### config.mk
export PLATFORM = sky130hd
export DESIGN_NAME = nmea_time_fix_snr_parser_flat
export DESIGN_NICKNAME = d
export VERILOG_FILES = /design/src/rtl/core/ntfs_pkg.sv /design/src/rtl/core/ntfs_in_if.sv /design/src/rtl/core/ntfs_out_if.sv /design/src/rtl/core/nmea_time_fix_snr_parser.sv /design/src/flat_wrapper.sv
export SDC_FILE = /design/constraint.sdc
export NUM_CORES = 1
export LEC_CHECK = 0
export ABC_CLOCK_PERIOD_IN_PS = 7400
export CORE_MARGIN = 2
export CORE_UTILIZATION = 30
export DETAILED_ROUTE_END_ITERATION = 8
export DONT_BUFFER_PORTS = 1
export GPL_TIMING_DRIVEN = 0
export PLACE_DENSITY = 0.49
export SYNTH_ARGS = -nofsm -noshare
export SYNTH_HDL_FRONTEND = slang
export SYNTH_SLANG_ARGS = --single-unit
### constraint.sdc
create_clock -name clk_i -period 7.4 [get_ports clk_i]
set_clock_uncertainty 0.2 [all_clocks]
set_input_delay 0.37 -clock clk_i [delete_from_list [all_inputs] [get_ports clk_i]]
set_output_delay 0.37 -clock clk_i [all_outputs]
set_load 0.01 [all_outputs]
### src/rtl/core/ntfs_pkg.sv
// shared types, character codes and digit helpers for the nmea time/fix/snr parser
package ntfs_pkg;

  // item kinds on the input channel
  typedef enum logic {
    KIND_BYTE = 1'b0,
    KIND_TICK = 1'b1
  } kind_e;

  // sentence framing characters
  localparam logic [7:0] CH_DOLLAR = 8'h24;
  localparam logic [7:0] CH_STAR   = 8'h2A;
  localparam logic [7:0] CH_COMMA  = 8'h2C;
  localparam logic [7:0] CH_ZERO   = 8'h30;
  localparam logic [7:0] CH_ONE    = 8'h31;

  // sentence id letters
  localparam logic [7:0] CH_A = 8'h41;
  localparam logic [7:0] CH_D = 8'h44;
  localparam logic [7:0] CH_G = 8'h47;
  localparam logic [7:0] CH_S = 8'h53;
  localparam logic [7:0] CH_V = 8'h56;
  localparam logic [7:0] CH_Z = 8'h5A;

  // parse positions
  localparam logic [7:0] POS_IDLE     = 8'd0;
  localparam logic [7:0] POS_START    = 8'd1;
  localparam logic [7:0] POS_ID_FIRST = 8'd3;
  localparam logic [7:0] POS_ID_SECND = 8'd4;
  localparam logic [7:0] POS_ID_THIRD = 8'd5;
  localparam logic [7:0] POS_FIELDS   = 8'd6;
  localparam logic [7:0] FIELD_BASE   = 8'd7;

  // field numbers of interest
  localparam logic [7:0] FLD_FIRST       = 8'd0;
  localparam logic [7:0] FLD_ZDA_DAY     = 8'd1;
  localparam logic [7:0] FLD_ZDA_MONTH   = 8'd2;
  localparam logic [7:0] FLD_ZDA_YEAR    = 8'd3;
  localparam logic [7:0] FLD_GGA_QUALITY = 8'd5;
  localparam logic [7:0] FLD_GSV_SNR0    = 8'd6;
  localparam logic [7:0] FLD_GSV_SNR1    = 8'd10;
  localparam logic [7:0] FLD_GSV_SNR2    = 8'd14;
  localparam logic [7:0] FLD_GSV_SNR3    = 8'd18;

  // storage sizes and fixed values
  localparam int unsigned KEPT_BYTES = 6;
  localparam logic [7:0]  SNR_LIMIT  = 8'd100;
  localparam logic [15:0] HOLD_RESET = 16'd1100;
  localparam int unsigned SUM_W      = 11;

  typedef struct packed {
    kind_e      kind;
    logic [7:0] rx_byte;
  } ntfs_in_t;

  typedef struct packed {
    logic [7:0]       utc_hours;
    logic [7:0]       utc_minutes;
    logic [7:0]       utc_seconds;
    logic [7:0]       utc_day;
    logic [7:0]       utc_month;
    logic [15:0]      utc_year;
    logic             fix_ok;
    logic             time_ok;
    logic [SUM_W-1:0] signal_sum;
  } ntfs_out_t;

  // two ascii digits to a wrapping 8-bit value
  function automatic logic [7:0] two_digits(input logic [7:0] hi, input logic [7:0] lo);
    logic [7:0] dh;
    logic [7:0] dl;
    dh = hi - CH_ZERO;
    dl = lo - CH_ZERO;
    return 8'(dh * 8'd10) + dl;
  endfunction

  // four ascii digits to a wrapping 16-bit year
  function automatic logic [15:0] four_digits(input logic [7:0] d0, input logic [7:0] d1,
                                              input logic [7:0] d2, input logic [7:0] d3);
    logic [15:0] v0;
    logic [15:0] v1;
    logic [15:0] v2;
    logic [15:0] v3;
    v0 = {8'd0, d0} - {8'd0, CH_ZERO};
    v1 = {8'd0, d1} - {8'd0, CH_ZERO};
    v2 = {8'd0, d2} - {8'd0, CH_ZERO};
    v3 = {8'd0, d3} - {8'd0, CH_ZERO};
    return 16'(v0 * 16'd1000) + 16'(v1 * 16'd100) + 16'(v2 * 16'd10) + v3;
  endfunction

endpackage

### src/rtl/core/ntfs_in_if.sv
// input channel: bytes and millisecond ticks with valid/ready
interface ntfs_in_if;
  import ntfs_pkg::*;

  logic     valid;
  logic     ready;
  ntfs_in_t data;

  modport source (output valid, output data, input ready);
  modport sink (input valid, input data, output ready);
endinterface

### src/rtl/core/ntfs_out_if.sv
// output channel: time, fix and signal status with valid/ready
interface ntfs_out_if;
  import ntfs_pkg::*;

  logic      valid;
  logic      ready;
  ntfs_out_t data;

  modport source (output valid, output data, input ready);
  modport sink (input valid, input data, output ready);
endinterface

### src/rtl/core/nmea_time_fix_snr_parser.sv
// nmea sentence parser: zda time, gga fix hold, gsv best-snr sum
// A result is in the output register from the cycle after its input transfer.
// Throughput: one item per cycle while results are taken; the output register lets a
// new item in only when it is empty or its waiting result is taken in the same cycle.
// Reset: parser idle, timers, time fields, sum and snr count cleared, hold time 1100 ms;
// snr entries are unreset and only read once written.
module nmea_time_fix_snr_parser #(
  parameter int unsigned BEST_SATS = 5,
  parameter int unsigned FIELD_MAX = 32
) (
  input  logic                clk_i,
  input  logic                rst_ni,
  input  logic                cfg_we_i,
  input  logic [15:0]         cfg_wdata_i,
  ntfs_in_if.sink             in_i,
  ntfs_out_if.source          out_o
);
  import ntfs_pkg::*;

  localparam int unsigned FLW  = $clog2(FIELD_MAX + 1);
  localparam int unsigned SCW  = $clog2(BEST_SATS + 1);
  localparam int unsigned SIW  = (BEST_SATS > 1) ? $clog2(BEST_SATS) : 1;
  localparam int unsigned NPAD = 1 << SIW;

  typedef struct packed {
    logic           hit;
    logic [7:0]     val;
    logic [SIW-1:0] idx;
  } node_t;

  // state
  logic [15:0]      hold_q;
  logic [7:0]       pos_q, pos_d;
  logic [7:0]       talker_q [3];
  logic [7:0]       talker_d [3];
  logic [FLW-1:0]   flen_q, flen_d;
  logic [7:0]       fbytes_q [KEPT_BYTES];
  logic [7:0]       fbytes_d [KEPT_BYTES];
  logic [15:0]      fix_q, fix_d;
  logic [15:0]      time_q, time_d;
  logic [7:0]       snr_q [BEST_SATS];
  logic [7:0]       snr_d [BEST_SATS];
  logic [SCW-1:0]   cnt_q, cnt_d;
  logic [SUM_W-1:0] strength_q, strength_d;
  logic [7:0]       clock_q [5];
  logic [7:0]       clock_d [5];
  logic [15:0]      year_q, year_d;

  // output register
  logic      out_valid_q;
  ntfs_out_t out_q;
  ntfs_out_t out_d;

  logic       accept;
  logic [7:0] c;
  logic       do_close;
  logic       close_ok;
  logic [7:0] num;
  logic       is_gga, is_zda, is_gsv;
  logic [7:0] fb_eff [KEPT_BYTES];
  logic [7:0] snr_new;
  logic [SUM_W-1:0] sum;
  node_t      heap [1:2*NPAD-1];
  logic [SIW-1:0] vic_idx;
  logic [7:0]     vic_val;

  // handshake: output register frees up when its result is taken
  assign in_i.ready = !out_valid_q || out_o.ready;
  assign accept     = in_i.valid && in_i.ready;
  assign c          = in_i.data.rx_byte;

  assign out_o.valid = out_valid_q;
  assign out_o.data  = out_q;

  // field bytes with the terminator placed at the field length
  always_comb begin
    for (int k = 0; k < KEPT_BYTES; k++) begin
      fb_eff[k] = (flen_q == FLW'(k)) ? 8'd0 : fbytes_q[k];
    end
  end

  assign close_ok = (flen_q != '0) && (flen_q < FLW'(FIELD_MAX));
  assign num      = pos_q - FIELD_BASE;
  assign is_gga   = talker_q[0] == CH_G && talker_q[1] == CH_G && talker_q[2] == CH_A;
  assign is_zda   = talker_q[0] == CH_Z && talker_q[1] == CH_D && talker_q[2] == CH_A;
  assign is_gsv   = talker_q[0] == CH_G && talker_q[1] == CH_S && talker_q[2] == CH_V;
  assign snr_new  = two_digits(fb_eff[0], fb_eff[1]);

  // sum of the filled snr entries
  always_comb begin
    sum = '0;
    for (int i = 0; i < BEST_SATS; i++) begin
      if (SCW'(i) < cnt_q) begin
        sum = sum + SUM_W'(snr_q[i]);
      end
    end
  end

  // min tree: first smallest entry below the limit, ties keep the lower index
  always_comb begin
    for (int i = 0; i < BEST_SATS; i++) begin
      heap[NPAD+i] = '{hit: snr_q[i] < SNR_LIMIT, val: snr_q[i], idx: SIW'(i)};
    end
    for (int i = BEST_SATS; i < NPAD; i++) begin
      heap[NPAD+i] = '{hit: 1'b0, val: 8'd0, idx: SIW'(i)};
    end
    for (int n = NPAD - 1; n >= 1; n--) begin
      if (heap[2*n+1].hit && (!heap[2*n].hit || heap[2*n+1].val < heap[2*n].val)) begin
        heap[n] = heap[2*n+1];
      end else begin
        heap[n] = heap[2*n];
      end
    end
  end

  assign vic_idx = heap[1].hit ? heap[1].idx : '0;
  assign vic_val = heap[1].hit ? heap[1].val : snr_q[0];

  // next state for one accepted item
  always_comb begin
    pos_d      = pos_q;
    talker_d   = talker_q;
    flen_d     = flen_q;
    fbytes_d   = fbytes_q;
    fix_d      = fix_q;
    time_d     = time_q;
    snr_d      = snr_q;
    cnt_d      = cnt_q;
    strength_d = strength_q;
    clock_d    = clock_q;
    year_d     = year_q;
    do_close   = 1'b0;

    if (in_i.data.kind == KIND_TICK) begin
      if (fix_q != '0) begin
        fix_d = fix_q - 16'd1;
      end
      if (time_q != '0) begin
        time_d = time_q - 16'd1;
      end
    end else if (c == CH_DOLLAR) begin
      pos_d = POS_START;
    end else if (c == CH_STAR) begin
      do_close = 1'b1;
      flen_d   = '0;
      pos_d    = POS_IDLE;
    end else if (pos_q == POS_IDLE) begin
      pos_d = POS_IDLE;
    end else if (pos_q < POS_FIELDS) begin
      case (pos_q)
        POS_ID_FIRST: talker_d[0] = c;
        POS_ID_SECND: talker_d[1] = c;
        POS_ID_THIRD: talker_d[2] = c;
        default: ;
      endcase
      pos_d = pos_q + 8'd1;
    end else if (c == CH_COMMA) begin
      do_close = 1'b1;
      flen_d   = '0;
      pos_d    = pos_q + 8'd1;
    end else if (flen_q < FLW'(FIELD_MAX)) begin
      for (int k = 0; k < KEPT_BYTES; k++) begin
        if (flen_q == FLW'(k)) begin
          fbytes_d[k] = c;
        end
      end
      flen_d = flen_q + FLW'(1);
    end

    // field close: dispatch on sentence type and field number
    if (do_close && close_ok) begin
      fbytes_d = fb_eff;
      if (is_gga) begin
        if (num == FLD_GGA_QUALITY) begin
          fix_d = (fb_eff[0] == CH_ONE && fb_eff[1] == 8'd0) ? hold_q : 16'd0;
        end else if (num == FLD_FIRST) begin
          strength_d = sum;
          cnt_d      = '0;
        end
      end else if (is_zda) begin
        if (num == FLD_FIRST) begin
          clock_d[0] = two_digits(fb_eff[0], fb_eff[1]);
          clock_d[1] = two_digits(fb_eff[2], fb_eff[3]);
          clock_d[2] = two_digits(fb_eff[4], fb_eff[5]);
        end else if (num == FLD_ZDA_DAY) begin
          clock_d[3] = two_digits(fb_eff[0], fb_eff[1]);
        end else if (num == FLD_ZDA_MONTH) begin
          clock_d[4] = two_digits(fb_eff[0], fb_eff[1]);
        end else if (num == FLD_ZDA_YEAR) begin
          year_d = four_digits(fb_eff[0], fb_eff[1], fb_eff[2], fb_eff[3]);
          if (fix_q != '0) begin
            time_d = hold_q;
          end
        end
      end else if (is_gsv) begin
        if ((num == FLD_GSV_SNR0 || num == FLD_GSV_SNR1 || num == FLD_GSV_SNR2 ||
             num == FLD_GSV_SNR3) && fb_eff[0] != 8'd0 && fb_eff[1] != 8'd0) begin
          if (cnt_q < SCW'(BEST_SATS)) begin
            for (int i = 0; i < BEST_SATS; i++) begin
              if (cnt_q == SCW'(i)) begin
                snr_d[i] = snr_new;
              end
            end
            cnt_d = cnt_q + SCW'(1);
          end else if (snr_new > vic_val) begin
            for (int i = 0; i < BEST_SATS; i++) begin
              if (vic_idx == SIW'(i)) begin
                snr_d[i] = snr_new;
              end
            end
          end
        end
      end
    end
  end

  // result built from the updated state
  always_comb begin
    out_d.utc_hours   = clock_d[0];
    out_d.utc_minutes = clock_d[1];
    out_d.utc_seconds = clock_d[2];
    out_d.utc_day     = clock_d[3];
    out_d.utc_month   = clock_d[4];
    out_d.utc_year    = year_d;
    out_d.fix_ok      = fix_d != '0;
    out_d.time_ok     = time_d != '0;
    out_d.signal_sum  = strength_d;
  end

  // configuration register
  always_ff @(posedge clk_i or negedge rst_ni) begin
    if (!rst_ni) begin
      hold_q <= HOLD_RESET;
    end else if (cfg_we_i) begin
      hold_q <= cfg_wdata_i;
    end
  end

  // parser state
  always_ff @(posedge clk_i or negedge rst_ni) begin
    if (!rst_ni) begin
      pos_q      <= POS_IDLE;
      talker_q   <= '{default: '0};
      flen_q     <= '0;
      fbytes_q   <= '{default: '0};
      fix_q      <= '0;
      time_q     <= '0;
      cnt_q      <= '0;
      strength_q <= '0;
      clock_q    <= '{default: '0};
      year_q     <= '0;
    end else if (accept) begin
      pos_q      <= pos_d;
      talker_q   <= talker_d;
      flen_q     <= flen_d;
      fbytes_q   <= fbytes_d;
      fix_q      <= fix_d;
      time_q     <= time_d;
      cnt_q      <= cnt_d;
      strength_q <= strength_d;
      clock_q    <= clock_d;
      year_q     <= year_d;
    end
  end

  // snr entries, read only after being written
  always_ff @(posedge clk_i) begin
    if (accept) begin
      snr_q <= snr_d;
    end
  end

  // output register valid
  always_ff @(posedge clk_i or negedge rst_ni) begin
    if (!rst_ni) begin
      out_valid_q <= 1'b0;
    end else if (accept) begin
      out_valid_q <= 1'b1;
    end else if (out_o.ready) begin
      out_valid_q <= 1'b0;
    end
  end

  // output payload
  always_ff @(posedge clk_i) begin
    if (accept) begin
      out_q <= out_d;
    end
  end

`ifndef SYNTH
  // snr count never passes the list size
  assert property (@(posedge clk_i) disable iff (!rst_ni) cnt_q <= SCW'(BEST_SATS))
    else $error("snr count beyond list size");

  // field length never passes the field limit
  assert property (@(posedge clk_i) disable iff (!rst_ni) flen_q <= FLW'(FIELD_MAX))
    else $error("field length beyond limit");

  // a tick on an expired fix timer leaves it expired
  assert property (@(posedge clk_i) disable iff (!rst_ni)
    (accept && in_i.data.kind == KIND_TICK && fix_q == '0) |=> (fix_q == '0))
    else $error("fix timer rearmed by a tick");

  // end of sentence returns the parser to idle with an empty field
  assert property (@(posedge clk_i) disable iff (!rst_ni)
    (accept && in_i.data.kind == KIND_BYTE && in_i.data.rx_byte == CH_STAR)
    |=> (pos_q == POS_IDLE && flen_q == '0))
    else $error("parser not idle after end of sentence");

  // every transfer in leaves a result in the output register
  assert property (@(posedge clk_i) disable iff (!rst_ni) accept |=> out_valid_q)
    else $error("transfer without result");
`endif

endmodule

### src/flat_wrapper.sv
// flat-port wrapper written by rule: the top's interface ports become plain ports
module nmea_time_fix_snr_parser_flat import ntfs_pkg::*;
#(
  parameter int unsigned BEST_SATS = 5,
  parameter int unsigned FIELD_MAX = 32
)
  (clk_i, rst_ni, cfg_we_i, cfg_wdata_i, in_i_valid, in_i_data, in_i_ready, out_o_valid, out_o_data, out_o_ready);
  ntfs_in_if in_i_i ();
  ntfs_out_if out_o_i ();
  input  logic clk_i;
  input  logic rst_ni;
  input  logic cfg_we_i;
  input  logic [15:0] cfg_wdata_i;
  input wire logic [$bits(in_i_i.valid)-1:0] in_i_valid;
  input wire logic [$bits(in_i_i.data)-1:0] in_i_data;
  output wire logic [$bits(in_i_i.ready)-1:0] in_i_ready;
  output wire logic [$bits(out_o_i.valid)-1:0] out_o_valid;
  output wire logic [$bits(out_o_i.data)-1:0] out_o_data;
  input wire logic [$bits(out_o_i.ready)-1:0] out_o_ready;
  assign in_i_i.valid = in_i_valid;
  assign in_i_i.data = in_i_data;
  assign in_i_ready = in_i_i.ready;
  assign out_o_valid = out_o_i.valid;
  assign out_o_data = out_o_i.data;
  assign out_o_i.ready = out_o_ready;
  nmea_time_fix_snr_parser #(.BEST_SATS(BEST_SATS), .FIELD_MAX(FIELD_MAX)) u_core (.clk_i(clk_i), .rst_ni(rst_ni), .cfg_we_i(cfg_we_i), .cfg_wdata_i(cfg_wdata_i), .in_i(in_i_i), .out_o(out_o_i));
endmodule
Yosys cells after proc, flatten, opt, wreduce, memory -nomap -nowiden
Cells that the tools add are included.
Widths: inputs -> output; s select.
- output and inout port bits: 71
- input bits: 30
- word-level logic and storage cells: 325
- register bits after elaboration: 314
- add/subtract/negate cells: 26
- equality and inequality tests: 51
- bitwise gates (word level): 6
- mux-type cells: 103
- reduce and logical (&&, ||, !) cells: 78
- order comparisons: 18
- multipliers: 6
- operators by type and width (kind ; count):
    $mux 16 ; 24
    $mux 48 ; 8
    $mux 8 ; 32
    $mux 40 ; 5
    $reduce_and 9->1 ; 11
    $mux 11 ; 8
    $reduce_bool 16->1 ; 4
    $eq 8x7->1 const B ; 7
    $add 16x16->16 ; 3
    $mux 12 ; 4
    $sub 8x6->8 const B ; 6
    $lt 8x7->1 const B ; 5
    $sub 8x6->9 const B ; 4
    $reduce_bool 2->1 ; 17
    $add 11x8->11 ; 3
    $eq 8x3->1 const B ; 4
    $eq 8x6->1 const B ; 4
    $lt 8x8->1 ; 4
    $sub 16x1->16 const B ; 2
    $mux 6 ; 5
    $add 8x8->8 ; 3
    $eq 8x2->1 const B ; 3
    $logic_not 8->1 ; 3
    $mul 8x3->7 const B ; 3
    43 further kinds ; 116

Depth between registers and ports, before layout
Gate-level depths: netlist (run 1).
- word-level depth: 18
- gate-level depth with buffers: 38
- depth with buffers taken out: 37

Worst setup path after synthesis (run 1)
No wires, ideal clock.
- path kind: reg-to-reg
- from: register u_core.snr_q, in the netlist u_core.heap[64]
- to: register u_core.snr_q, in the netlist u_core.heap[39], enable pin
- stages on the path, launching flop included: 31
- buffers on the path: 1
- required time: 6811 ps
- arrival: 7260 ps
- library setup time: 389 ps
- setup slack: -449 ps
- path through: edfxtp_1 > inv_1 > ha_1 > a21o_1 > a21oi_1 > nor2_1 > o21ai_0 > nand2_1 > mux2i_1 > inv_1 > ha_1 > nand4_1 > or3_1 > o21ai_0 > clkbuf_1 > mux2_2 > ha_1 > a211o_1 > a2111oi_0 > o211ai_2 > nand2_1 > mux2_2 > ha_1 > nor2b_1 > o21ai_0 > a21oi_1 > o21ai_0 > nand3b_1 > a21oi_1 > or3_1 > a311oi_1
- longest elaborated chain between the ends: 17
- elaborated cells between the ends (all ways): 22
- RTL lines (what ; RTL line ; RTL):
    from (decl) ; nmea_time_fix_snr_parser.sv:41 ; logic [7:0] snr_q [BEST_SATS];
    from (signal assigned) ; nmea_time_fix_snr_parser.sv:269 ; snr_q <= snr_d;
    $lt 8x7->1 ; nmea_time_fix_snr_parser.sv:102 ; heap[NPAD+i] = '{hit: snr_q[i] < SNR_LIMIT, val: snr_q[i], idx: SIW'(i)};
    $logic_not 1->1 ; nmea_time_fix_snr_parser.sv:108 ; if (heap[2*n+1].hit && (!heap[2*n].hit || heap[2*n+1].val < heap[2*n].val)) begin
    $logic_or 1x1->1 ; nmea_time_fix_snr_parser.sv:108 ;
    $logic_and 1x1->1 ; nmea_time_fix_snr_parser.sv:108 ;
    $mux 12 (*) ; nmea_time_fix_snr_parser.sv:108 ;
    $lt 8x8->1 ; nmea_time_fix_snr_parser.sv:108 ;
    $logic_or 1x1->1 ; nmea_time_fix_snr_parser.sv:108 ;
    $logic_and 1x1->1 ; nmea_time_fix_snr_parser.sv:108 ;
    $mux 12 (*) ; nmea_time_fix_snr_parser.sv:108 ;
    $lt 8x8->1 / $logic_not 1->1 (equally long branches) ; nmea_time_fix_snr_parser.sv:108 ;
    $logic_or 1x1->1 ; nmea_time_fix_snr_parser.sv:108 ;
    $logic_and 1x1->1 ; nmea_time_fix_snr_parser.sv:108 ;
    $mux 12 (*) ; nmea_time_fix_snr_parser.sv:108 ;
    $mux 8 / $mux 3 (equally long branches) ; nmea_time_fix_snr_parser.sv:117, nmea_time_fix_snr_parser.sv:116 ;
    $gt 8x8->1 / $eq 3x3->1 (equally long branches) ; nmea_time_fix_snr_parser.sv:205, nmea_time_fix_snr_parser.sv:207 ;
    $reduce_bool 2->1 (no source line) ; n/a ;
    $reduce_and 9->1 (no source line) (*) ; n/a ;
Every way passes the cells marked *; elsewhere a longest branch is shown, timed or not.
A chain may end at the register's enable or synchronous reset.

Worst setup path after layout (run 1)
- from: register u_core.snr_q, in the netlist u_core.heap[91]
- to: register u_core.snr_q, in the netlist u_core.heap[89], enable pin
- longest elaborated chain between the ends: 17
- elaborated cells between the ends (all ways): 23
- RTL lines (what ; RTL line):
    $lt 8x7->1 ; nmea_time_fix_snr_parser.sv:102
    $logic_not 1->1 ; nmea_time_fix_snr_parser.sv:108
    $logic_or 1x1->1 ; nmea_time_fix_snr_parser.sv:108
    $logic_and 1x1->1 ; nmea_time_fix_snr_parser.sv:108
    $mux 12 ; nmea_time_fix_snr_parser.sv:108
    $lt 8x8->1 / $logic_not 1->1 (equally long branches) ; nmea_time_fix_snr_parser.sv:108
    $logic_or 1x1->1 ; nmea_time_fix_snr_parser.sv:108
    $logic_and 1x1->1 ; nmea_time_fix_snr_parser.sv:108
    $mux 12 ; nmea_time_fix_snr_parser.sv:108
    $lt 8x8->1 / $logic_not 1->1 (equally long branches) ; nmea_time_fix_snr_parser.sv:108
    $logic_or 1x1->1 ; nmea_time_fix_snr_parser.sv:108
    $logic_and 1x1->1 ; nmea_time_fix_snr_parser.sv:108
    $mux 12 ; nmea_time_fix_snr_parser.sv:108
    $mux 8 / $mux 3 (equally long branches) ; nmea_time_fix_snr_parser.sv:117, nmea_time_fix_snr_parser.sv:116
    $gt 8x8->1 / $logic_not 3->1 (equally long branches) ; nmea_time_fix_snr_parser.sv:205, nmea_time_fix_snr_parser.sv:207
    $reduce_bool 2->1 (no source line) ; n/a
    $reduce_and 9->1 (no source line) (*) ; n/a
Marked as above.

==> metrics.md, run 1 <==
| Metric | Value |
|---|---|
| First-pass GRT wire length | 101 mm |
| # port buffers | 0 |
| Die Ht | 277 um |
| Worst endpoint required time | 7.45 ns |
| Worst-path clk slew | 0.06 ns |
| Die area | 0.0765 mm^2 |
| Final setup margin | -0.00808 ns |
| Final Cycle Share | 100% |
| Synthesized net count | 2600 |
| Post-Place Cells | 3241 |
| Cells on worst reg2reg path | 33 |
| Ys flop type | dfrtp_1 |
| Vias per Instance | 5.04 |
| Total Routing Usage GR | 16.8% |
| Fillers | 7274 |
| ANT nets after route | 0 |
| Final hold viol count | 0 |
| Maximum clock path buffer count | 3 |
| CTS tree | yes |
| Flop-to-flop setup slack | -0.008 ns |
| Mapped Area | 0.0223 mm^2 |
| Max Cap Violations | 0 |
| Syn-to-layout area delta | 18.2% |
| Hpwl dp | 48.8 mm |
| N_diodes | 0 |
| Routed vias | 17.2k |
| RSZ-0062 raised after global routing | true |
| Routability congestion estimate | 0.863 |
| Layout cell share with drive strength beyond 1 | 15.8% |
| Slew headroom | 10.0% |
| Most frequent cells in the layout | 317 x nand2_1, 208 x ha_1, 194 x dfrtp_1 |
| CTS buffer count | 39 |
| Vias in the first global route | 17.3k |
| Final wirelength | 64.8 mm |
| Worst skew pair latency | 0.56 ns |
| CORE AREA | 0.0732 mm^2 |
| Max H-tree Level | 2 |
| Syn Area/Cell | 9.78 um^2 |
| WL/cell | 19.0 um |
| Setup TNS | -0.0338 ns |
| Final setup viols | 8 |
| Status | finished with violations |
| Initial antenna violation count | 3 |
| Type of the most critical hold path | input port to flip-flop |
| Post-synth EDFFs | 109 |
| Largest net degree at the start of global routing | 205 |
| Max incr delay on CP | 0.50 ns |
| Critical path arrival | 7.46 ns |
| Synthesis warning total | 0 |
| Kind of critical path | flip-flop to flip-flop |
| Seq cells post-synth | 313 |
| Top Ports | 101 |
| Violated checks | setup timing |
| Commonest non-fill, non-tap cell in the layout | nand2_1 |
| Crit Reg-Reg Endpoint | u_core.heap[89]$_DFFE_PP_ |
| Startpoint types | flip-flop |
| RR Startpoint | u_core.heap[91]$_DFFE_PP_ |
| Async SR Flop Fraction | 65.2% |
| Fin cells | 3407 |
| Netlist cell types | 79 |
| Gate Count Post-Synth | 2280 |
| CTS Sinks | 313 |
| Chip width | 277 um |
| Sequential share of the synthesized area | 37.6% |
| Least-Margin Pin Slew | 1.35 ns |
| WHS Path Cells | 4 |
| Post-layout util | 36.0% |
| Initial Utilization | 30.5% |
| Hold Crit Start | in_i_data[1] |
| CP endpoint kind | flip-flop |
| Initial drt markers | 1106 |
| Dpl ws | -1.52 ns |
| Drt pass-1 iters | 5 |
| Maximum net fanout on the critical path | 8 |
| Total congestion overflow | 0 |
| CTS root buffer | clkbuf_16 |
| Nets | 2738 |
| Max Freq | 135 MHz |
| Max-slew violations | 0 |
| Row count | 99 |
| CP max stage cell | edfxtp_1 |
| Min Tclk post-route | 7.41 ns |
| Worst Hold End | u_core.pos_q[1]$_DFFE_PN0P_ |
| Residual DRC | 0 |
area by class of cell:
| class | count | area, um^2 | area share [%] |
|---|---|---|---|
| plain buffers | 62 | 288 | 1.09 |
| clock buffers | 51 | 1090 | 4.15 |
| clock inverters | 20 | 171 | 0.651 |
| inverters | 187 | 721 | 2.74 |
| multi-input cells | 1717 | 13600 | 51.6 |
| flip-flops and latches | 313 | 8390 | 31.9 |
| well taps | 959 | 1200 | 4.55 |
| repair buffers | 98 | 900 | 3.42 |
worst max-delay path by stage:
| stage | startpoint | endpoint | slack, ns | cells after the start |
|---|---|---|---|---|
| 6_report | u_core.heap[91]$_DFFE_PP_ | u_core.heap[89]$_DFFE_PP_ | -0.008 | 33 |
| 5_1_grt | u_core.heap[91]$_DFFE_PP_ | u_core.heap[89]$_DFFE_PP_ | -0.26 | 33 |
| 4_1_cts | u_core.flen_q[5]$_DFFE_PN0P_ | u_core.out_o.data[28]$_DFFE_PP_ | 0.008 | 31 |
| 3_5_place_dp | u_core.heap[55]$_DFFE_PP_ | u_core.heap[40]$_DFFE_PP_ | -1.52 | 30 |
| 3_3_place_gp | u_core.heap[55]$_DFFE_PP_ | u_core.heap[64]$_DFFE_PP_ | -1.53 | 32 |
| 2_1_floorplan | u_core.flen_q[3]$_DFFE_PN0P_ | u_core.out_o.data[28]$_DFFE_PP_ | 0.006 | 27 |
state kept, by name, summed over array words and instances, names as in the netlist:
name / count
u_core.clock_q: 40
u_core.cnt_q: 3
u_core.fbytes_q: 47
u_core.fix_q: 16
u_core.flen_q: 6
u_core.heap: 40
u_core.hold_q: 16
u_core.out_o.data: 69
u_core.out_o.valid: 1
u_core.pos_q: 8
u_core.strength_q: 11
u_core.talker_q: 24
u_core.time_q: 16
u_core.year_q: 16
stage by stage:
stage                     cell area (um^2)  hold slack (ns)
final                                26300           0.0474
after global routing                 26300           0.0680
after CTS                            25900          0.00401
after detailed placement             23600          -0.0963
after global placement               23500          -0.0989
after floorplan                      22300           -0.126
synth_stat cells, types with 7 or more instances:
master    instances  area share (%)
o21a_1            9            0.30
mux2_2          118             6.0
xnor2_1          78             3.1
a22o_1           27             1.1
o22ai_1          10            0.28
nand3b_1          9            0.30
a21o_1           42             1.4
and2_1           24            0.67
o31ai_1          10            0.34
or2_2            13            0.36
a21oi_1         126             2.8
edfxtp_1        109              15
nand3_1          34            0.76
mux2i_1          22            0.99
ha_1            222              12
nand2b_1         24            0.67
fa_1             68             6.1
a31oi_1          13            0.36
nor2_1          125             2.1
or3_1            23            0.65
inv_1           184             3.1
clkbuf_1         52            0.88
or4_1             9            0.30
a211oi_1         12            0.40
nand2_1         327             5.5
nor2b_1          18            0.51
xor2_1           57             2.2
nor3_1           37            0.83
and3_1            7            0.20
nor4b_1           9            0.35
o21ai_0         143             3.2
o21bai_1          8            0.27
dfrtp_1         200              22
nand4_1          17            0.48
layer usage:
metal / global-route usage, % / wire (um) / up-vias
li1: - / - / 8259
met1: 23.1 / 30500 / 8489
met2: 27.4 / 30000 / 352
met3: 2.55 / 2760 / 81
met4: 4.71 / 1590 / 2
met5: 0 / 10 / -
what timing repair did:
item | 4_1_cts | 5_1_grt
endpoints found under the hold margin | 263 | 0
pin swaps | 43 | 27
gates resized for setup | 75 | 63
cloned | 1 | 0
setup buffers | 51 | 18
hold buffers | 26 | 0
setup endpoints to repair | 54 | 50
logic make-up (layout without fill, tap and decap cells):
logic type,after synthesis,after routing,share of synthesized area [%]
multiplexers,140,140,6.95
XOR/XNOR,135,135,5.30
AO/OA/AOI/OAI,452,452,12.5
adder cells (fa/ha/maj),290,290,18.6
flip-flops,313,313,37.6
buffers and inverters,250,418,4.30
AND/OR/NAND/NOR,700,700,14.7
critical path, delay by kind of cell (launching register included):
kind	cells	cell delay, ns
compound gates	14	2.51
fa+ha+maj	4	1.04
buf+inv	2	0.23
flops	1	0.50
mux	3	0.97
simple gates	10	1.64
Power of run 1 is not shown: default switching activity piles up to over one toggle a cycle in this logic, so the estimate is an artifact.
==> inputs of run 2 (changes only) <==
--- a/config.mk
+++ b/config.mk
@@ -5,13 +5,14 @@
 export SDC_FILE = /design/constraint.sdc
 export NUM_CORES = 1
 export LEC_CHECK = 0
-export ABC_CLOCK_PERIOD_IN_PS = 7400
+export ABC_CLOCK_PERIOD_IN_PS = 9300
 export CORE_MARGIN = 2
 export CORE_UTILIZATION = 30
+export CTS_BUF_LIST = sky130_fd_sc_hd__clkbuf_8
 export DETAILED_ROUTE_END_ITERATION = 8
 export DONT_BUFFER_PORTS = 1
 export GPL_TIMING_DRIVEN = 0
-export PLACE_DENSITY = 0.49
+export PLACE_DENSITY = 0.48
 export SYNTH_ARGS = -nofsm -noshare
 export SYNTH_HDL_FRONTEND = slang
 export SYNTH_SLANG_ARGS = --single-unit
==> constraint.sdc (replaced) <==
create_clock -name clk_i -period 9.3 [get_ports clk_i]
set_clock_uncertainty 0.2 [all_clocks]
set_input_delay 0.465 -clock clk_i [delete_from_list [all_inputs] [get_ports clk_i]]
set_output_delay 0.465 -clock clk_i [all_outputs]
set_load 0.01 [all_outputs]
==> run 2 against run 1 <==
Net effect: wire length shrank 2.2%; the run now ends clean; highest routed layer unchanged; critical path type unchanged; critical endpoint is now u_core.heap[88]$_DFFE_PP_; via count shrank 2.1%; flip-flop and latch count is the same.
==> metrics.md, run 2 (synthesis results as in run 1) <==
| Metric | Value |
|---|---|
| Final Cycle Share | 93.5% |
| Final setup viols | 0 |
| Die area | 0.0765 mm^2 |
| Worst-path clk slew | 0.07 ns |
| RSZ-0062 raised after global routing | false |
| Crit Reg-Reg Endpoint | u_core.heap[88]$_DFFE_PP_ |
| Top Ports | 101 |
| Syn-to-layout area delta | 13.0% |
| Max Freq | 115 MHz |
| Final wirelength | 63.4 mm |
| Min Tclk post-route | 8.70 ns |
| Total Routing Usage GR | 16.5% |
| # port buffers | 0 |
| CP max stage cell | or3_1 |
| Max-slew violations | 0 |
| Status | finished, final reports clean |
| Initial antenna violation count | 4 |
| First-pass GRT wire length | 99.2 mm |
| Flop-to-flop setup slack | 0.60 ns |
| Chip width | 277 um |
| CORE AREA | 0.0732 mm^2 |
| Total congestion overflow | 0 |
| Max incr delay on CP | 0.55 ns |
| Commonest non-fill, non-tap cell in the layout | nand2_1 |
| Startpoint types | flip-flop |
| Initial Utilization | 30.5% |
| Die Ht | 277 um |
| WL/cell | 18.8 um |
| Worst endpoint required time | 9.42 ns |
| Least-Margin Pin Slew | 0.997 ns |
| Largest register FFs | 69 |
| CTS tree | yes |
| Slew headroom | 33.2% |
| CTS root buffer | clkbuf_8 |
| Final hold slack | 0.0582 ns |
| Max H-tree Level | 2 |
| Cells on worst reg2reg path | 36 |
| Maximum net fanout on the critical path | 10 |
| CP endpoint kind | flip-flop |
| CTS Sinks | 313 |
| Setup TNS | 0 ns |
| Max Cap Violations | 0 |
| Cell mode on critical path | nor2_1 |
| Most frequent cells in the layout | 325 x nand2_1, 222 x ha_1, 202 x inv_1 |
| Critical path arrival | 8.82 ns |
| Initial drt markers | 1019 |
| Vias per Instance | 4.98 |
| RR Startpoint | u_core.heap[64]$_DFFE_PP_ |
| ANT nets after route | 0 |
| Routability congestion estimate | 0.854 |
| Vias in the first global route | 17.0k |
| Type of the most critical hold path | input port to flip-flop |
| Nets | 2693 |
| Maximum clock path buffer count | 3 |
| Residual DRC | 0 |
| Kind of critical path | flip-flop to flip-flop |
| Hpwl dp | 48.7 mm |
| Final hold viol count | 0 |
| Largest net degree at the start of global routing | 205 |
| Worst setup startpoint | u_core.heap[64]$_DFFE_PP_ |
| Row count | 99 |
| CTS buffer count | 58 |
| Routed vias | 16.8k |
| CP Capture Point | u_core.heap[88]$_DFFE_PP_ |
| Layout cell share with drive strength beyond 1 | 10.7% |
| Worst skew pair latency | 0.67 ns |
| Drt pass-1 iters | 5 |
[run 2: changes by cell type in the layout (fill, tap and decap cells not counted), moves of 7 or more]
| cell | before | now |
|---|---|---|
| a21oi_1 | 119 | 126 |
| a21oi_2 | 7 | 0 |
| buf_4 | 61 | 2 |
| clkbuf_16 | 41 | 0 |
| clkbuf_8 | 5 | 69 |
| clkinvlp_4 | 8 | 1 |
| ha_1 | 208 | 222 |
| ha_4 | 13 | 0 |
| inv_1 | 175 | 202 |
| nand2_1 | 317 | 325 |
| nor2_1 | 116 | 125 |
| o21ai_0 | 136 | 143 |
[run 2: layout make-up]
cell class	count	area (um^2)
Antenna cell	2	5.00
Buffer	63	259
Clock buffer	69	950
Clock inverter	39	272
Fill cell	7384	48000
Inverter	187	702
Multi-Input combinational cell	1717	13000
Sequential cell	313	8380
Tap cell	959	1200
Timing Repair Buffer	33	385
[run 2: stage by stage]
step	cell area, um^2	std cells	setup slack (ns)	utilization (%)
2_1_floorplan	22300	2280	1.45	-
3_3_place_gp	23500	3239	-0.301	32.1
3_5_place_dp	23600	3242	-0.450	32.2
4_1_cts	25100	3377	0.0311	34.3
5_1_grt	25200	3382	0.0277	34.4
6_report	25200	3382	0.603	34.4
[run 2: repair_timing]
item / CTS / global route
hold buffers: 27 / 0
gates resized for setup: 3 / 13
endpoints found under the hold margin: 268 / 0
buffers inserted: 0 / 2
setup endpoints to repair: 24 / 40
gates cloned: 0 / 0
[run 2: how the worst min path moves through the flow]
stage,from,end,cells past startpoint
after CTS,in_i_data[3],u_core.pos_q[1]$_DFFE_PN0P_,4
final,in_i_data[3],u_core.pos_q[1]$_DFFE_PN0P_,4
after detailed placement,rst_ni,u_core.year_q[14]$_DFFE_PN0P_,0
after global placement,rst_ni,u_core.year_q[15]$_DFFE_PN0P_,0
after floorplan,rst_ni,u_core.clock_q[0]$_DFFE_PN0P_,0
after global routing,in_i_data[3],u_core.pos_q[1]$_DFFE_PN0P_,4
[run 2: worst max-delay path: cells and delay by family, from the launching register on]
| family | cells | cell delay, ns |
|---|---|---|
| flops | 1 | 0.43 |
| simple gates | 11 | 2.11 |
| compound gates | 15 | 2.90 |
| fa+ha+maj | 4 | 1.16 |
| mux | 3 | 1.06 |
| buf+inv | 3 | 0.49 |
[run 2: metal layers]
metal  wire length [um]  track usage (%)
met1              29300             22.1
met4               1620             4.85
met5                  8                0
met2              30000             27.7
met3               2410             2.42
Power of run 2 is left out for the same reason.
